[src/rtl/core/pbe_pkg.sv]
`timescale 1ns / 1ps
`default_nettype none
// ----------------------------------------------------------------------------
// Pixel bit encoder package
// Shared types, constants and the brightness scaling function.
// ----------------------------------------------------------------------------
package pbe_pkg;

    localparam int COLOR_W         = 8;
    localparam int WORDS_PER_PIXEL = 24;
    localparam int CNT_W           = $clog2(WORDS_PER_PIXEL);
    localparam int FIELD_W         = 16;
    localparam int IN_DATA_W       = 4 * COLOR_W;
    localparam int CFG_IDX_W       = 1;

    localparam logic [CNT_W-1:0] LAST_WORD = CNT_W'(WORDS_PER_PIXEL - 1);

    typedef enum logic [CFG_IDX_W-1:0] {
        CFG_DUTY_ONE  = 1'b0,
        CFG_DUTY_ZERO = 1'b1
    } t_cfg_idx;

    typedef struct packed {
        logic [COLOR_W-1:0] bright;
        logic [COLOR_W-1:0] blue;
        logic [COLOR_W-1:0] green;
        logic [COLOR_W-1:0] red;
    } t_pixel;

    typedef struct packed {
        logic             busy;
        logic [CNT_W-1:0] cnt;
    } t_ser_stat;

    // floor(c * b / 255), exact for every 8-bit c and b
    function automatic logic [COLOR_W-1:0] scale8(input logic [COLOR_W-1:0] c,
                                                  input logic [COLOR_W-1:0] b);
        logic [2*COLOR_W-1:0] p;
        logic [2*COLOR_W:0]   s;
        p = (2*COLOR_W)'(c) * (2*COLOR_W)'(b);
        s = {1'b0, p} + {{(COLOR_W+1){1'b0}}, p[2*COLOR_W-1:COLOR_W]} + 1'b1;
        return s[2*COLOR_W-1:COLOR_W];
    endfunction

endpackage
`default_nettype wire

[src/rtl/core/led_pixel_pwm_bit_encoder_unit.sv]
// A pixel accepted into the input register reaches the output through the
// scaler register, the shift load and the output register.
// The bit serializer emits one duty word per cycle while the sink does not
// stall; the next pixel is taken while the current one is shifting.
// Reset (synchronous, active low) empties all stages and clears both duty
// registers to 0.
`timescale 1ns / 1ps
`default_nettype none
// ----------------------------------------------------------------------------
// LED pixel PWM bit encoder
// Scales a pixel by its brightness and emits 24 timer duty words, G-R-B,
// MSB first, with tlast on the final word.
// ----------------------------------------------------------------------------
module led_pixel_pwm_bit_encoder_unit #(
    parameter int DUTY_WIDTH = 16
) (
    input  wire                                 i_clk,
    input  wire                                 i_rst_n,
    // config write port
    input  wire                                 i_cfg_we,
    input  wire [pbe_pkg::CFG_IDX_W-1:0]        i_cfg_idx,
    input  wire [pbe_pkg::FIELD_W-1:0]          i_cfg_wdata,
    // pixel in
    input  wire                                 i_s_axis_tvalid,
    output logic                                o_s_axis_tready,
    input  wire [pbe_pkg::IN_DATA_W-1:0]        i_s_axis_tdata,  // red, green, blue, pixel_brightness
    // duty words out
    output logic                                o_m_axis_tvalid,
    input  wire                                 i_m_axis_tready,
    output logic [pbe_pkg::FIELD_W-1:0]         o_m_axis_tdata,  // duty
    output logic                                o_m_axis_tlast
);
    import pbe_pkg::*;

    logic [DUTY_WIDTH-1:0]    r_duty_one, r_duty_zero;
    logic                     r_in_valid, n_in_valid;
    t_pixel                   r_pix, n_pix;
    logic                     scl_ready, scl_valid, ser_ready;
    logic [3*COLOR_W-1:0]     scl_grb;
    t_ser_stat                ser_stat;

    // config registers
    always_ff @(posedge i_clk) begin
        if (!i_rst_n) begin
            r_duty_one  <= '0;
            r_duty_zero <= '0;
        end else if (i_cfg_we) begin
            unique case (t_cfg_idx'(i_cfg_idx))
                CFG_DUTY_ONE:  r_duty_one  <= i_cfg_wdata[DUTY_WIDTH-1:0];
                CFG_DUTY_ZERO: r_duty_zero <= i_cfg_wdata[DUTY_WIDTH-1:0];
                default: ;
            endcase
        end
    end

    // input register
    assign o_s_axis_tready = !r_in_valid || scl_ready;

    always_comb begin
        n_in_valid = r_in_valid;
        n_pix      = r_pix;
        if (o_s_axis_tready) begin
            n_in_valid = i_s_axis_tvalid;
            n_pix      = t_pixel'(i_s_axis_tdata);
        end
    end

    always_ff @(posedge i_clk) begin
        if (!i_rst_n) begin
            r_in_valid <= 1'b0;
        end else begin
            r_in_valid <= n_in_valid;
        end
        r_pix <= n_pix;
    end

    pbe_scale u_scale (
        .i_clk   (i_clk),
        .i_rst_n (i_rst_n),
        .i_valid (r_in_valid),
        .i_pix   (r_pix),
        .o_ready (scl_ready),
        .o_valid (scl_valid),
        .o_grb   (scl_grb),
        .i_ready (ser_ready)
    );

    pbe_ser #(
        .DUTY_WIDTH (DUTY_WIDTH)
    ) u_ser (
        .i_clk       (i_clk),
        .i_rst_n     (i_rst_n),
        .i_valid     (scl_valid),
        .i_grb       (scl_grb),
        .o_ready     (ser_ready),
        .i_duty_one  (r_duty_one),
        .i_duty_zero (r_duty_zero),
        .o_tvalid    (o_m_axis_tvalid),
        .i_tready    (i_m_axis_tready),
        .o_tdata     (o_m_axis_tdata),
        .o_tlast     (o_m_axis_tlast),
        .o_stat      (ser_stat)
    );

`ifndef SYNTHESIS
    // idle serializer always sits at bit zero
    a_idle_cnt: assert property (@(posedge i_clk) disable iff (!i_rst_n)
        !ser_stat.busy |-> (ser_stat.cnt == '0))
        else $error("serializer idle with nonzero bit count");

    // a word that closes a pixel is never followed directly by another last word
    a_no_double_last: assert property (@(posedge i_clk) disable iff (!i_rst_n)
        (o_m_axis_tvalid && i_m_axis_tready && o_m_axis_tlast)
        |=> !(o_m_axis_tvalid && o_m_axis_tlast))
        else $error("two consecutive last words");

    // a held pixel in the input register only stalls behind a full scaler
    a_in_stall: assert property (@(posedge i_clk) disable iff (!i_rst_n)
        !o_s_axis_tready |-> (r_in_valid && !scl_ready))
        else $error("input stalled without a full pipeline");
`endif

endmodule
`default_nettype wire

[src/rtl/core/pbe_scale.sv]
`timescale 1ns / 1ps
`default_nettype none
// ----------------------------------------------------------------------------
// Pixel bit encoder - brightness scaler
// Scales the three colors by the pixel brightness and registers them in
// G-R-B order for the serializer.
// ----------------------------------------------------------------------------
module pbe_scale (
    input  wire                                 i_clk,
    input  wire                                 i_rst_n,
    input  wire                                 i_valid,
    input  pbe_pkg::t_pixel                     i_pix,
    output logic                                o_ready,
    output logic                                o_valid,
    output logic [3*pbe_pkg::COLOR_W-1:0]       o_grb,
    input  wire                                 i_ready
);
    import pbe_pkg::*;

    logic                     r_valid, n_valid;
    logic [3*COLOR_W-1:0]     r_grb, n_grb;

    assign o_ready = !r_valid || i_ready;

    always_comb begin
        n_valid = r_valid;
        n_grb   = r_grb;
        if (o_ready) begin
            n_valid = i_valid;
            n_grb   = {scale8(i_pix.green, i_pix.bright),
                       scale8(i_pix.red,   i_pix.bright),
                       scale8(i_pix.blue,  i_pix.bright)};
        end
    end

    always_ff @(posedge i_clk) begin
        if (!i_rst_n) begin
            r_valid <= 1'b0;
        end else begin
            r_valid <= n_valid;
        end
        r_grb <= n_grb;
    end

    assign o_valid = r_valid;
    assign o_grb   = r_grb;

endmodule
`default_nettype wire

[src/rtl/core/pbe_ser.sv]
`timescale 1ns / 1ps
`default_nettype none
// ----------------------------------------------------------------------------
// Pixel bit encoder - serializer
// Shifts the 24 scaled bits out MSB first into an output register, one duty
// word per cycle unless stalled. The next pixel loads as the last bit leaves.
// ----------------------------------------------------------------------------
module pbe_ser #(
    parameter int DUTY_WIDTH = 16
) (
    input  wire                                 i_clk,
    input  wire                                 i_rst_n,
    input  wire                                 i_valid,
    input  wire [3*pbe_pkg::COLOR_W-1:0]        i_grb,
    output logic                                o_ready,
    input  wire [DUTY_WIDTH-1:0]                i_duty_one,
    input  wire [DUTY_WIDTH-1:0]                i_duty_zero,
    output logic                                o_tvalid,
    input  wire                                 i_tready,
    output logic [pbe_pkg::FIELD_W-1:0]         o_tdata,
    output logic                                o_tlast,
    output pbe_pkg::t_ser_stat                  o_stat
);
    import pbe_pkg::*;

    logic                     r_busy, n_busy;
    logic [CNT_W-1:0]         r_cnt, n_cnt;
    logic [3*COLOR_W-1:0]     r_shift, n_shift;
    logic                     r_ovalid, n_ovalid;
    logic [FIELD_W-1:0]       r_duty, n_duty;
    logic                     r_last, n_last;
    logic                     out_free, step, at_last;

    assign out_free = !r_ovalid || i_tready;
    assign step     = out_free && r_busy;
    assign at_last  = (r_cnt == LAST_WORD);
    assign o_ready  = !r_busy || (step && at_last);

    always_comb begin
        n_busy   = r_busy;
        n_cnt    = r_cnt;
        n_shift  = r_shift;
        n_ovalid = r_ovalid;
        n_duty   = r_duty;
        n_last   = r_last;
        if (step) begin
            n_ovalid = 1'b1;
            n_duty   = r_shift[3*COLOR_W-1] ? FIELD_W'(i_duty_one) : FIELD_W'(i_duty_zero);
            n_last   = at_last;
            n_shift  = {r_shift[3*COLOR_W-2:0], 1'b0};
            if (at_last) begin
                n_busy = 1'b0;
                n_cnt  = '0;
            end else begin
                n_cnt = r_cnt + 1'b1;
            end
        end else if (out_free) begin
            n_ovalid = 1'b0;
        end
        if (i_valid && o_ready) begin
            n_busy  = 1'b1;
            n_cnt   = '0;
            n_shift = i_grb;
        end
    end

    always_ff @(posedge i_clk) begin
        if (!i_rst_n) begin
            r_busy   <= 1'b0;
            r_cnt    <= '0;
            r_ovalid <= 1'b0;
        end else begin
            r_busy   <= n_busy;
            r_cnt    <= n_cnt;
            r_ovalid <= n_ovalid;
        end
        r_shift <= n_shift;
        r_duty  <= n_duty;
        r_last  <= n_last;
    end

    assign o_tvalid    = r_ovalid;
    assign o_tdata     = r_duty;
    assign o_tlast     = r_last;
    assign o_stat.busy = r_busy;
    assign o_stat.cnt  = r_cnt;

endmodule
`default_nettype wire

[config.mk]
export PLATFORM = sky130hd
export DESIGN_NAME = led_pixel_pwm_bit_encoder_unit
export DESIGN_NICKNAME = d
export VERILOG_FILES = /design/src/rtl/core/pbe_pkg.sv /design/src/rtl/core/led_pixel_pwm_bit_encoder_unit.sv /design/src/rtl/core/pbe_scale.sv /design/src/rtl/core/pbe_ser.sv
export SDC_FILE = /design/constraint.sdc
export NUM_CORES = 1
export LEC_CHECK = 0
export BUFFER_PORTS_ARGS = -buffer_cell sky130_fd_sc_hd__buf_2
export CAP_MARGIN = 40
export CORE_MARGIN = 2
export CORE_UTILIZATION = 55
export CTS_CLUSTER_SIZE = 30
export DETAILED_ROUTE_END_ITERATION = 6
export GPL_TIMING_DRIVEN = 0
export PLACE_DENSITY = 0.79
export SLEW_MARGIN = 20
export SYNTH_ARGS = -nofsm -noshare
export SYNTH_HDL_FRONTEND = slang
export SYNTH_HIERARCHICAL = 1
export SYNTH_SLANG_ARGS = --single-unit
[constraint.sdc]
create_clock -name i_clk -period 8.7 [get_ports i_clk]
set_input_delay 2.175 -clock i_clk [delete_from_list [all_inputs] [get_ports i_clk]]
set_output_delay 2.175 -clock i_clk [all_outputs]
set_load 0.01 [all_outputs]
==> flow_summary.json <==
{
  "n_antenna_cell": 0,
  "grt_usage_pct": 22.73,
  "combPwrFrac_pct": 60.5,
  "vias": 8906,
  "first_global_vias": 9119,
  "synth_cells": 1215,
  "vias_per_cell": 5.542,
  "ant_nets": 0,
  "drc": 0,
  "numPortBuffers": 72,
  "fin_nets": 1598,
  "cts.sinks": 138,
  "min_period_ns": 7.063,
  "coreArea_mm2": 0.02264,
  "placement_rows": 55,
  "power_frac_clock_pct": 17.7,
  "die-area_mm2": 0.02433,
  "relSlewSlack_pct": 56.17,
  "netlist_area_mm2": 0.01270,
  "drv_slew": 0,
  "hold_class": "flip-flop to flip-flop",
  "pin_count": 73,
  "drt_iter0_markers": 504,
  "cts_setup_buffers": 0,
  "grt_pass1_wl_um": 43880,
  "p_int_uw": 2332,
  "rsz0062_at_grt": "no",
  "start_util_pct": 56.10,
  "cp_data_arrival_time_ns": 7.23,
  "worstSetupPathType": "flip-flop to flip-flop",
  "avgSynthCellArea_um2": 10.45,
  "finalHoldViolations": 0,
  "dr.pass1.iters": 5,
  "cts_made_buffers": 17,
  "pre_cts_ws_ns": 1.717,
  "dp_hpwl_um": 20230,
  "stdcell_count": 1607,
  "start_kind": "flip-flop",
  "critPathMaxFanout": 10,
  "grt_antenna_before_repair": 0,
  "overflow": 0,
  "post_cts_resized": 0,
  "ir_drop_uv": 178.5,
  "grt_start_max_net_pins": 29,
  "die_h_um": 156.0,
  "yosysWarnings": 6,
  "p_seq_share_pct": 21.8,
  "dp.cells": 1575,
  "drv_cap": 0,
  "required_ns": 8.86,
  "status": "completed",
  "clk_path_buf_depth": 2,
  "fillers": 1749,
  "cts_tree": "done",
  "htree_levels": 4,
  "die_w_um": 156.0,
  "tns_ns": 0,
  "clock_skew_ns": 0.01527,
  "drive_above_1_share_pct": 14.15,
  "p_sw_uw": 1818,
  "syn2layout_area_growth_pct": 10.94,
  "endpoint_kind": "flip-flop",
  "clk_pin_slew_ns": 0.07,
  "fmax_ghz": 0.1416,
  "clk_latency_ns": 0.44,
  "wl_per_cell_um": 16.48,
  "setup_ws_ns": 1.637,
  "ctsHoldBuffers": 0,
  "p_per_area_mw_per_mm2": 294.5,
  "switching_share_pct": 43.81,
  "cts-root-buf": "clkbuf_16",
  "final.period_utilization_pct": 81.18,
  "power_leakage_uw": 0.006527,
  "p_total_uw": 4150,
  "place.gp.congestion": 0.8313,
  "syn_nets": 1504,
  "finalSetupViolations": 0,
  "drt_wl_total_um": 26490,
  "max_slew.worst_pin.slew_ns": 0.6575
}
metrics by stage:
| step | instance area (µm²) | util, % | hold slack (ns) |
|---|---|---|---|
| 3_3_place_gp | 13420 | 59.27 | 0.4387 |
| 2_1_floorplan | 12700 | - | 0.4313 |
| 6_report | 14090 | 62.24 | 0.4571 |
| 3_5_place_dp | 13500 | 59.61 | 0.4458 |
| 4_1_cts | 14090 | 62.24 | 0.4573 |
| 5_1_grt | 14090 | 62.24 | 0.4681 |
state kept, by name, indices dropped and copies added, names as in the netlist, 5 cells and up:
signal         flops
r_duty_one        16
r_duty_zero       16
r_pix             32
u_scale/o_grb     24
u_ser/o_tdata     16
u_ser/r_cnt        5
u_ser/r_shift     24
worst paths after layout:
kind	slack, ns	from	cells after the start	end
setup / recovery	1.64	r_pix[31]$_DFFE_PP_	23	u_scale/o_grb[23]$_DFFE_PP_
hold / removal	0.46	r_duty_zero[15]$_SDFFE_PN0P_	2	r_duty_zero[15]$_SDFFE_PN0P_
setup reg to reg	1.64	r_pix[31]$_DFFE_PP_	23	u_scale/o_grb[23]$_DFFE_PP_
hold reg to reg	0.46	r_duty_zero[15]$_SDFFE_PN0P_	2	r_duty_zero[15]$_SDFFE_PN0P_
layout make-up:
type	instances	area [µm²]	area share, %
multi-input cells	874	8142	57.77
clock buffers	17	425.4	3.019
clock inverters	15	170.2	1.207
flip-flops and latches	138	3734	26.49
repair buffers	75	419.2	2.974
plain buffers	35	215.2	1.527
inverters	168	630.6	4.475
well taps	285	356.6	2.530
cell usage in the layout (no fill, tap or decap), types with 22 or more instances in the layout:
master and n:
fa_1 108, mux2_2 38, clkbuf_1 22, nand2_1 94, a21oi_1 37, dfxtp_1 41, ha_1 127, edfxtp_1 97
nor2_1 29, xnor2_1 37, inv_1 167, mux2i_1 33, and2_1 168, buf_2 77
power groups by stage:
stage	clock network [µW]	logic, µW	registers, µW
2_1_floorplan	0	1980	902
3_3_place_gp	0	2390	917
3_5_place_dp	0	2480	919
4_1_cts	749	2510	905
5_1_grt	774	2810	914
6_report	734	2510	904
layer usage:
metal  up-vias  GRT usage [%]  share of wire [%]
met4         0          6.291                1.5
li1       4255              -                  -
met5         -              0                  0
met2       249          40.01                 50
met3        36          4.306                4.9
met1      4366          28.69                 43
worst max-delay path, cell delays in order (launching register included):
cell and delay (ns):
edfxtp_1 0.42, clkbuf_1 0.53, nand2_1 0.18, fa_1 0.55
fa_1 0.55, inv_1 0.06, fa_1 0.54, inv_1 0.06
fa_1 0.52, inv_1 0.04, ha_1 0.38, a21oi_2 0.20
nand2_1 0.11, o2111ai_1 0.27, a21oi_1 0.10, nor3_1 0.44
inv_1 0.14, ha_1 0.34, o2111ai_1 0.10, and2_1 0.19
a221o_1 0.30, a2111oi_4 0.43, o211ai_1 0.17, xnor2_1 0.17
No activity file was read; power rests on OpenSTA's default activity.
